===== src/rtl/core/kdlp_pkg.sv =====
// Package for the key debounce / long press block.
// Holds payload structs, lane result struct, phase codes and default constants.
// No dependencies.
`timescale 1ns / 1ps
`default_nettype none

package kdlp_pkg;

    localparam int unsigned FIELD_W          = 4;
    localparam int unsigned COUNT_W          = 16;
    localparam int unsigned NUM_KEYS_DEFAULT = 4;
    localparam logic [COUNT_W-1:0] LONG_PRESS_RESET = 16'd70;
    localparam logic [COUNT_W-1:0] COUNT_MAX        = {COUNT_W{1'b1}};

    typedef enum logic [2:0] {
        PH_IDLE    = 3'b001,
        PH_CONFIRM = 3'b010,
        PH_HELD    = 3'b100
    } t_phase;

    typedef struct packed {
        logic [FIELD_W-1:0] key_levels;
        logic [FIELD_W-1:0] clear_short;
        logic [FIELD_W-1:0] clear_long;
    } t_in_item;

    typedef struct packed {
        logic [FIELD_W-1:0] short_flags;
        logic [FIELD_W-1:0] long_flags;
        logic [FIELD_W-1:0] held_keys;
    } t_out_item;

    typedef struct packed {
        logic short_hit;
        logic long_hit;
        logic held;
    } t_lane_out;

endpackage

`default_nettype wire


===== src/rtl/core/key_debounce_long_press.sv =====
// Key debounce with short / long press detection, one scan tick per item.
// One lane per key runs the idle / confirm / held qualifier; the merge stage
// packs the per-key flags into the result register. A new item is taken every
// cycle while the result register is empty or being taken, so the block runs
// at one item per clock; each result is registered, valid the cycle after its
// item. Write long_press_ticks via i_cfg_we / i_cfg_data only while idle;
// not enforced. Depends on kdlp_pkg, kdlp_lane, kdlp_merge.
`timescale 1ns / 1ps
`default_nettype none

module key_debounce_long_press #(
    parameter int unsigned NUM_KEYS = kdlp_pkg::NUM_KEYS_DEFAULT
) (
    input  wire logic                           i_clk,
    input  wire logic                           i_rst_n,
    input  wire logic                           i_valid,
    output logic                                o_ready,
    input  wire kdlp_pkg::t_in_item             i_data,
    output logic                                o_valid,
    input  wire logic                           i_ready,
    output kdlp_pkg::t_out_item                 o_data,
    input  wire logic                           i_cfg_we,
    input  wire logic [kdlp_pkg::COUNT_W-1:0]   i_cfg_data
);

    logic [kdlp_pkg::COUNT_W-1:0]       r_long_press_ticks;
    logic                               accept;
    logic                               space;
    kdlp_pkg::t_lane_out [NUM_KEYS-1:0] lanes;

    always_ff @(posedge i_clk) begin
        if (!i_rst_n) begin
            r_long_press_ticks <= kdlp_pkg::LONG_PRESS_RESET;
        end else if (i_cfg_we) begin
            r_long_press_ticks <= i_cfg_data;
        end
    end

    // nothing is taken while reset is held
    assign o_ready = space && i_rst_n;
    assign accept  = i_valid && o_ready;

    genvar k;
    generate
        for (k = 0; k < NUM_KEYS; k++) begin : g_lane
            logic pressed;
            logic clr_s;
            logic clr_l;
            // keys past the input width read as pressed with no clears
            if (k < kdlp_pkg::FIELD_W) begin : g_in
                assign pressed = !i_data.key_levels[k];
                assign clr_s   = i_data.clear_short[k];
                assign clr_l   = i_data.clear_long[k];
            end else begin : g_extra
                assign pressed = 1'b1;
                assign clr_s   = 1'b0;
                assign clr_l   = 1'b0;
            end
            kdlp_lane u_lane (
                .i_clk         (i_clk),
                .i_rst_n       (i_rst_n),
                .i_accept      (accept),
                .i_pressed     (pressed),
                .i_clear_short (clr_s),
                .i_clear_long  (clr_l),
                .i_threshold   (r_long_press_ticks),
                .o_lane        (lanes[k])
            );
        end
    endgenerate

    kdlp_merge #(
        .NUM_KEYS (NUM_KEYS)
    ) u_merge (
        .i_clk   (i_clk),
        .i_rst_n (i_rst_n),
        .i_load  (accept),
        .i_lanes (lanes),
        .i_ready (i_ready),
        .o_valid (o_valid),
        .o_data  (o_data),
        .o_space (space)
    );

`ifndef SYNTHESIS
    a_accept_gives_result: assert property (@(posedge i_clk) disable iff (!i_rst_n)
        accept |=> o_valid)
        else $error("accepted item produced no result");

    a_held_needs_press: assert property (@(posedge i_clk) disable iff (!i_rst_n)
        accept |=> ((o_data.held_keys & $past(i_data.key_levels)) == '0))
        else $error("released key reported as held");

    a_no_take_without_space: assert property (@(posedge i_clk) disable iff (!i_rst_n)
        (o_valid && !i_ready) |-> !accept)
        else $error("item accepted while result register full");
`endif

endmodule

`default_nettype wire


===== src/rtl/core/kdlp_lane.sv =====
// One key qualifier lane: idle / confirm / held phases, hold counter, sticky flags.
// Depends on kdlp_pkg.
`timescale 1ns / 1ps
`default_nettype none

module kdlp_lane (
    input  wire logic                            i_clk,
    input  wire logic                            i_rst_n,
    input  wire logic                            i_accept,
    input  wire logic                            i_pressed,
    input  wire logic                            i_clear_short,
    input  wire logic                            i_clear_long,
    input  wire logic [kdlp_pkg::COUNT_W-1:0]    i_threshold,
    output kdlp_pkg::t_lane_out                  o_lane
);

    kdlp_pkg::t_phase               r_phase, n_phase;
    logic [kdlp_pkg::COUNT_W-1:0]   r_count, n_count;
    logic                           r_short, n_short;
    logic                           r_long,  n_long;
    logic [kdlp_pkg::COUNT_W-1:0]   count_inc;

    assign count_inc = (r_count == kdlp_pkg::COUNT_MAX) ? r_count
                                                        : r_count + 1'b1;

    always_comb begin
        n_phase = r_phase;
        n_count = r_count;
        n_short = r_short & ~i_clear_short;
        n_long  = r_long  & ~i_clear_long;
        unique case (r_phase)
            kdlp_pkg::PH_CONFIRM: begin
                n_phase = i_pressed ? kdlp_pkg::PH_HELD : kdlp_pkg::PH_IDLE;
            end
            kdlp_pkg::PH_HELD: begin
                if (!i_pressed) begin
                    n_phase = kdlp_pkg::PH_IDLE;
                    if (r_count < i_threshold) begin
                        n_short = 1'b1;
                    end
                end else begin
                    n_count = count_inc;
                    if (count_inc > i_threshold) begin
                        n_long = 1'b1;
                    end
                end
            end
            default: begin
                n_phase = i_pressed ? kdlp_pkg::PH_CONFIRM : kdlp_pkg::PH_IDLE;
                n_count = '0;
            end
        endcase
    end

    always_ff @(posedge i_clk) begin
        if (!i_rst_n) begin
            r_phase <= kdlp_pkg::PH_IDLE;
            r_count <= '0;
            r_short <= 1'b0;
            r_long  <= 1'b0;
        end else if (i_accept) begin
            r_phase <= n_phase;
            r_count <= n_count;
            r_short <= n_short;
            r_long  <= n_long;
        end
    end

    // post-update view of this key, captured by the merge stage on accept
    assign o_lane.short_hit = n_short;
    assign o_lane.long_hit  = n_long;
    assign o_lane.held      = (n_phase == kdlp_pkg::PH_HELD);

endmodule

`default_nettype wire


===== src/rtl/core/kdlp_merge.sv =====
// Merge stage: packs the lane results into one result item and holds it in
// the output register until taken. Depends on kdlp_pkg.
`timescale 1ns / 1ps
`default_nettype none

module kdlp_merge #(
    parameter int unsigned NUM_KEYS = kdlp_pkg::NUM_KEYS_DEFAULT
) (
    input  wire logic                      i_clk,
    input  wire logic                      i_rst_n,
    input  wire logic                      i_load,
    input  wire kdlp_pkg::t_lane_out [NUM_KEYS-1:0] i_lanes,
    input  wire logic                      i_ready,
    output logic                           o_valid,
    output kdlp_pkg::t_out_item            o_data,
    output logic                           o_space
);

    logic                r_valid;
    kdlp_pkg::t_out_item r_data;
    kdlp_pkg::t_out_item n_data;

    genvar j;
    generate
        for (j = 0; j < kdlp_pkg::FIELD_W; j++) begin : g_pack
            if (j < NUM_KEYS) begin : g_key
                assign n_data.short_flags[j] = i_lanes[j].short_hit;
                assign n_data.long_flags[j]  = i_lanes[j].long_hit;
                assign n_data.held_keys[j]   = i_lanes[j].held;
            end else begin : g_none
                assign n_data.short_flags[j] = 1'b0;
                assign n_data.long_flags[j]  = 1'b0;
                assign n_data.held_keys[j]   = 1'b0;
            end
        end
    endgenerate

    always_ff @(posedge i_clk) begin
        if (!i_rst_n) begin
            r_valid <= 1'b0;
        end else if (i_load) begin
            r_valid <= 1'b1;
        end else if (i_ready) begin
            r_valid <= 1'b0;
        end
    end

    always_ff @(posedge i_clk) begin
        if (i_load) begin
            r_data <= n_data;
        end
    end

    assign o_space = !r_valid || i_ready;
    assign o_valid = r_valid;
    assign o_data  = r_data;

endmodule

`default_nettype wire

===== config.mk =====
export PLATFORM = sky130hd
export DESIGN_NAME = key_debounce_long_press
export DESIGN_NICKNAME = d
export VERILOG_FILES = /design/src/rtl/core/kdlp_pkg.sv /design/src/rtl/core/key_debounce_long_press.sv /design/src/rtl/core/kdlp_lane.sv /design/src/rtl/core/kdlp_merge.sv
export SDC_FILE = /design/constraint.sdc
export NUM_CORES = 1
export LEC_CHECK = 0
export BUFFER_PORTS_ARGS = -buffer_cell sky130_fd_sc_hd__clkbuf_2
export CAP_MARGIN = 0
export CORE_MARGIN = 4
export CORE_UTILIZATION = 53
export CTS_CLUSTER_DIAMETER = 100
export CTS_CLUSTER_SIZE = 16
export DETAILED_ROUTE_END_ITERATION = 10
export PLACE_DENSITY_LB_ADDON = 0.15
export SYNTH_ARGS = -nofsm -noshare
export SYNTH_HDL_FRONTEND = slang
export SYNTH_HIERARCHICAL = 1
export SYNTH_SLANG_ARGS = --single-unit

===== constraint.sdc =====
create_clock -name i_clk -period 4.1 [get_ports i_clk]
set_input_delay 0.205 -clock i_clk [delete_from_list [all_inputs] [get_ports i_clk]]
set_output_delay 0.205 -clock i_clk [all_outputs]
set_load 0.01 [all_outputs]

==> results of run 1 <==
-- report_power, final --
group	internal [mW]	switching [mW]	total, mW
registers	1.13	0.0329	1.17
logic	0.0996	0.161	0.260
clock network	0.834	0.524	1.36
total	2.07	0.718	2.79
-- worst max-delay path: stages (launching register included) --
cell,delay (ps)
dfxtp_1,440
ha_1,300
nand2_4,110
or4_4,540
or4b_4,510
o21a_1,130
ha_1,290
nand4_1,150
or4_1,580
o21ai_0,270
o22ai_1,130
-- worst min-delay path by stage --
| stage | cells past startpoint | start | endpoint |
|---|---|---|---|
| after floorplan | 1 | i_rst_n | r_long_press_ticks[10] |
| after detailed placement | 3 | i_cfg_data[6] | r_long_press_ticks[6] |
| after global placement | 3 | i_cfg_data[1] | r_long_press_ticks[1] |
| final | 3 | i_cfg_data[4] | r_long_press_ticks[4] |
| after global routing | 3 | i_cfg_data[4] | r_long_press_ticks[4] |
| after CTS | 3 | i_cfg_data[4] | r_long_press_ticks[4] |
-- cell type report --
cell class              count  area (sq um)
repair buffers             57           318
well taps                 225           282
multi-input cells         902          6350
fillers                  1611          7090
clock buffers              23           458
flip-flops and latches    113          2380
inverters                  95           357
clock inverters             9          66.3
-- registers in the layout, indices dropped and copies added (netlist names) --
register and cells:
g_lane.u_lane/r_count 64, g_lane.u_lane/r_long 4, g_lane.u_lane/r_phase 12, g_lane.u_lane/r_short 4, r_long_press_ticks 16, u_merge/o_data 12, u_merge/o_valid 1
-- per-layer routing --
| metal | share of wire (%) | vias up |
|---|---|---|
| met5 | 0 | - |
| met3 | 5.2 | 42 |
| met1 | 48 | 3967 |
| met2 | 44 | 231 |
| met4 | 2.3 | 0 |
| li1 | - | 4327 |
-- repair_timing --
item / 4_1_cts / 5_1_grt
buffers inserted: 0 / 0
hold buffers: 2 / 0
hold endpoints to repair: 2 / 0
-- cells in the final DEF, fill, tap and decap left out, types with 6 or more instances in the layout --
master,n
nor4_1,10
or4_1,6
o21ai_0,78
nor2_1,55
clkbuf_16,17
a31oi_1,17
nand3_1,59
clkbuf_2,46
dfxtp_1,101
nor3_1,19
inv_1,95
nand2_1,104
o211ai_1,9
buf_4,9
xnor2_1,26
xor2_1,17
nand4_1,41
o211a_1,8
o21a_1,12
ha_1,128
nor2b_1,27
edfxtp_1,12
and3_1,8
a2111oi_0,6
a22o_1,11
a21oi_1,103
and2_1,8
o31ai_1,12
or3_1,9
a21o_1,17
mux2i_1,21
-- cells by family after synthesis --
| group | share of synthesized area, % |
|---|---|
| AND/OR/NAND/NOR | 23.2 |
| XOR/XNOR | 4.01 |
| AO/OA/AOI/OAI | 20.8 |
| buffers and inverters | 6.96 |
| multiplexers | 2.48 |
| flip-flops | 25.4 |
| adder cells (fa/ha/maj) | 17.1 |
-- metrics by stage --
step,power (mW),area (sq um),utilization (%),std cells
2_1_floorplan,1.35,9380,-,1159
3_3_place_gp,1.44,9670,55.9,1390
3_5_place_dp,1.45,9670,55.9,1390
4_1_cts,2.81,10200,59.0,1424
5_1_grt,2.89,10200,59.0,1424
6_report,2.79,10200,59.0,1424
==> results.ini, run 1 <==
[worst_setup_path]
critPathMaxFanout=7
r2r_end=u_merge/o_data[6]
cp-startpoint=g_lane[2].u_lane/r_count[0]
r2r_cells=10
cp-endpoint=u_merge/o_data[6]
cp.arrival_ps=3870
startpoint_type=flop
cp-end-kind=flop
path_class=reg2reg
ff2ff_setup_slack_ps=370
rr_startpoint=g_lane[2].u_lane/r_count[0]
cp.required_ps=4250

[timing]
final.period_utilization_pct=90.9
final.setup.tns_ps=0
worstMarginPinSlew_ps=990
setup_ws_ps=373
clock-skew-final_ps=9.67
hold_violations=0
fmax_mhz=268
slew_viol_final=0
max_slew_margin_pct=33.9
setup_viol_count_final=0
whs_ps=40.9
rsz0062_at_grt=no
fin_crit_ps=3730

[placement]
place_hpwl_um=18100
place_ws_ps=400
gp_congestion=0.917
portBuffers=46

[cts]
cts_root_buf=clkbuf_16
cts_made_buffers=17
clock_latency_ps=420
cts.htree.levels=4
cts-resized-gates=0
clk_pin_slew_ps=50
cts_num_sinks=113
cts.path.max_buffers=2
cts_tree=done

[yosys]
syn_area_sq_um=9380
synth_cell_type_count=79
seq_area_frac_synth_pct=25.4
yosys_register_bits=113
synth-main-ff-cell=dfxtp_1
synth_common_cells=ha_1 (128), nand2_1 (104), a21oi_1 (103)
synth_area_leaders=dfxtp_1 (22%), ha_1 (17%), a21oi_1 (5.5%)
synth_top_area_share_pct=21.5
yosysTopAreaCell=dfxtp_1
syn_inst=1159
synth-edff-count=12
syn-num-nets=1320
async_flop_share_pct=0
yosysMostFrequentCell=ha_1
ys_warn_count=6
syn_avg_cell_area_sq_um=8.10

[hold_path]
min_path_type=in2reg

[global_routing]
grt_pass1_vias=8198
grtUsageTotal_pct=25.2
grt-busiest-layer=met2
use_met3_pct=4.68
antenna_found_initial=0
grt_pass1_wl_um=40800
overflow=0
use_met1_pct=34.2
met2_usage_pct=39.9
grt_max_degree=55

[route]
drt_wl_total_um=24700
dr.pass1.iters=5
vias_per_cell=6.02
drtAntennaViolNets=0
vias=8567
drc=0
drt_iter0_markers=638
routedWlPerCell_um=17.3

[status]
status=complete, no violations

[pwr]
power_density_nw_per_um2=273
power_leakage_nw=4.55
vdd_drop_max_mv=0.298

[cells_and_area]
syn2layout_area_growth_pct=8.83
final_layout_size_suffix_gt1_share_pct=9.67
fin_nets=1347
antennaDiodeCount=0

[floorplan]
rows=48
die_x_um=141
die_h_um=141
start_util_pct=54.2
core_sq_um=17300
io-pin-count=47
die_area_sq_um=19900

[run]
drv_cap=0

Note: power is estimated with default switching activity, not from simulation.
==> run 2, diff against run 1 <==
--- a/config.mk
+++ b/config.mk
@@ -5,6 +5,7 @@
 export SDC_FILE = /design/constraint.sdc
 export NUM_CORES = 1
 export LEC_CHECK = 0
+export ABC_AREA = 1
 export BUFFER_PORTS_ARGS = -buffer_cell sky130_fd_sc_hd__clkbuf_2
 export CAP_MARGIN = 0
 export CORE_MARGIN = 4
==> run 2 against run 1 <==
- final cell count up 18%
- power up 4.4%
- sequential cell count unchanged
- critical endpoint is now u_merge/o_data[5]
- maximum frequency up 34%
- wire length down 3.7%
- highest routed layer unchanged
- clock power up 4%
- sequential share of layout area down 0.80 points
- clock skew down 1.9 ps
- worst setup slack better by 950 ps
- worst hold slack better by 8.0 ps
==> results.ini, run 2 <==
[pwr]
p_int_mw=2.15  ; was 2.07 mW
p_comb_share_pct=10.3  ; was 9.3%
power_leakage_nw=5.21  ; was 4.55 nW
p_switching_uw=762  ; was 718 uW
vdd_drop_max_mv=0.314  ; was 0.298 mV
total_power_mw=2.91  ; was 2.79 mW
swShare_pct=26.2  ; was 25.8%
p_seq_share_pct=40.9  ; was 41.9%
clock_power_share_pct=48.8  ; about the same
power_density_nw_per_um2=275  ; was 273 nW/um^2

[yosys]
async_flop_share_pct=0  ; unchanged
synth_area_leaders=dfxtp_1 (21%), ha_1 (16%), nand2_1 (16%)  ; was dfxtp_1 (22%), ha_1 (17%), a21oi_1 (5.5%)
synth_common_cells=nand2_1 (415), inv_1 (190), nor2_1 (136)  ; was ha_1 (128), nand2_1 (104), a21oi_1 (103)
syn_avg_cell_area_sq_um=6.92  ; was 8.10 sq um
yosysMostFrequentCell=nand2_1  ; was ha_1
syn_area_sq_um=9780  ; was 9380 sq um
yosys_register_bits=113  ; unchanged
synth_cell_type_count=39  ; was 79
yosysTopAreaCell=dfxtp_1  ; unchanged
synth-edff-count=12  ; unchanged
synth_top_area_share_pct=20.7  ; was 21.5%
seq_area_frac_synth_pct=24.4  ; was 25.4%
syn-num-nets=1575  ; was 1,320
syn_inst=1414  ; was 1,159
ys_warn_count=6  ; unchanged
synth-main-ff-cell=dfxtp_1  ; unchanged

[cts]
clk_pin_slew_ps=50  ; about the same
cts-resized-gates=0  ; unchanged
cts.htree.levels=4  ; unchanged
cts_setup_buffers=0  ; unchanged
cts_root_buf=clkbuf_16  ; unchanged
clock_latency_ps=420  ; about the same
cts_num_sinks=113  ; unchanged
cts-hold-fix-buffers=0  ; was 2
cts.path.max_buffers=2  ; unchanged
cts_made_buffers=17  ; unchanged
cts_tree=done  ; unchanged

[worst_setup_path]
cp-startpoint=g_lane[1].u_lane/r_count[0]  ; was g_lane[2].u_lane/r_count[0]
cp.arrival_ps=2940  ; was 3870 ps
startpoint_type=flop  ; unchanged
path_class=reg2reg  ; unchanged
ff2ff_setup_slack_ps=1330  ; was 370 ps
r2r_cells=18  ; was 10
cp-endpoint=u_merge/o_data[5]  ; was u_merge/o_data[6]
rr_startpoint=g_lane[1].u_lane/r_count[0]  ; was g_lane[2].u_lane/r_count[0]
cp-end-kind=flop  ; unchanged
cp.required_ps=4270  ; was 4250 ps
critPathMaxFanout=17  ; was 7
r2r_end=u_merge/o_data[5]  ; was u_merge/o_data[6]

[floorplan]
die_area_sq_um=20700  ; was 19,900 sq um
die_x_um=144  ; was 141 um
start_util_pct=54.1  ; was 54.2%
die_h_um=144  ; was 141 um
io-pin-count=47  ; unchanged
rows=49  ; was 48
core_sq_um=18100  ; was 17,300 sq um

[run]
drv_cap=0  ; unchanged

[route]
dr.pass1.iters=5  ; unchanged
drt_iter0_markers=491  ; was 638
drc=0  ; unchanged
vias=8647  ; was 8,567
routedWlPerCell_um=14.1  ; was 17.3 um
vias_per_cell=5.13  ; was 6.02
drtAntennaViolNets=0  ; unchanged
drt_wl_total_um=23700  ; was 24,700 um

[cells_and_area]
syn2layout_area_growth_pct=8.11  ; was 8.83%
final_common_cell=nand2_1  ; was ha_1
fin_nets=1606  ; was 1,347
reg_top3=g_lane.u_lane/r_count (64), r_long_press_ticks (16)  ; unchanged
multiInputGateArea_sq_um=6320  ; was 6350 sq um
regArea_sq_um=2380  ; unchanged
antennaDiodeCount=0  ; unchanged
largest_reg_flops=64  ; unchanged
mostFrequentLayoutCells=nand2_1 (415), inv_1 (190), nor2_1 (135), ha_1 (128), dfxtp_1 (101)  ; was ha_1 (128), nand2_1 (104), a21oi_1 (103), dfxtp_1 (101), inv_1 (95)
regMostFlops=g_lane.u_lane/r_count  ; unchanged
fill_cells=1731  ; was 1,611
fin_util_pct=58.5  ; was 59.0%
final_layout_size_suffix_gt1_share_pct=14.7  ; was 9.67%

[global_routing]
grt_pass1_wl_um=39500  ; was 40,800 um
grt_pass1_vias=8222  ; was 8,198
overflow=0  ; unchanged
grt_max_degree=31  ; was 55
grtUsageTotal_pct=23.8  ; was 25.2%
antenna_found_initial=0  ; unchanged

[timing]
hold_violations=0  ; unchanged
setup_viol_count_final=0  ; unchanged
fmax_mhz=361  ; was 268 MHz
clock-skew-final_ps=7.81  ; was 9.67 ps
max_slew_margin_pct=39.2  ; was 33.9%
final.setup.tns_ps=0  ; unchanged
fin_crit_ps=2770  ; was 3730 ps
worstMarginPinSlew_ps=910  ; was 990 ps
slew_viol_final=0  ; unchanged
whs_ps=48.9  ; was 40.9 ps
final.period_utilization_pct=67.6  ; was 90.9%
rsz0062_at_grt=no  ; unchanged

[status]
status=complete, no violations  ; unchanged

[hold_path]
min_path_type=in2reg  ; unchanged

[placement]
gp_congestion=0.895  ; was 0.917
portBuffers=46  ; unchanged
place_hpwl_um=17500  ; was 18,100 um

run 2: area by class of cell:
type                            count  share of cell area, %
Multi-Input combinational cell   1055                   59.8
Tap cell                          229                   2.71
Clock buffer                       23                   4.33
Timing Repair Buffer               49                   2.39
Clock inverter                      9                  0.840
Sequential cell                   113                   22.5
Inverter                          209                   7.42
run 2: critical path, stage by stage (launching register included):
cell and delay [ps]:
dfxtp_1 470, ha_1 220, nand2_1 90, inv_2 100, nand2_4 80, nor2_8 140, nand3_4 290, o21a_1 290
ha_1 280, nand2_1 80, nand2_1 50, nand2_1 50, nand2_1 50, nand2_1 50, nand2_1 40, nand2_1 50
nand2_1 50, nand2_1 80, nand2_1 50
run 2: metrics by stage:
step                setup WS (ps)  cells  instance area, sq um
floorplan                     912   1414                  9780
global placement             1410   1655                 10000
detailed placement           1350   1655                 10000
CTS                          1310   1687                 10600
global route                 1120   1687                 10600
finish                       1330   1687                 10600
run 2: how the worst min path moves through the flow:
stage | startpoint | end | slack, ps | cells past startpoint
6_report | i_cfg_data[1] | r_long_press_ticks[1] | 50 | 3
5_1_grt | i_ready | u_merge/o_valid | 60 | 4
4_1_cts | i_cfg_data[1] | r_long_press_ticks[1] | 40 | 3
3_5_place_dp | g_lane[0].u_lane/r_phase[1] | g_lane[0].u_lane/r_phase[1] | 460 | 2
3_3_place_gp | g_lane[1].u_lane/r_phase[1] | g_lane[1].u_lane/r_phase[1] | 450 | 2
2_1_floorplan | i_rst_n | g_lane[0].u_lane/r_phase[0] | 300 | 1
run 2: power by group through the flow:
stage,sequential [mW],combinational (mW),clock [mW]
floorplan,1.19,0.227,0
global placement,1.21,0.293,0
detailed placement,1.21,0.299,0
CTS,1.19,0.301,1.44
global route,1.19,0.347,1.50
finish,1.19,0.299,1.42
run 2: per-layer routing:
layer | wire (um) | share of wire (%) | global-route usage [%] | vias up
li1 | - | - | - | 4529
met1 | 11300 | 48 | 31.9 | 3909
met2 | 10700 | 45 | 38.9 | 173
met3 | 1130 | 4.8 | 4.46 | 36
met4 | 548 | 2.3 | 6.99 | 0
met5 | 0 | 0 | 0 | -
run 2: kinds of logic (layout without fill, tap and decap cells):
group	after synthesis	after routing	synth area share [%]
adders and majority gates	128	128	16.4
xor gates and xnor gates	40	40	3.58
DFF	113	113	24.4
buffers and inverters	246	290	11.1
AOI/OAI and AO/OA	168	168	10.6
and+or+nand+nor	719	719	34.0
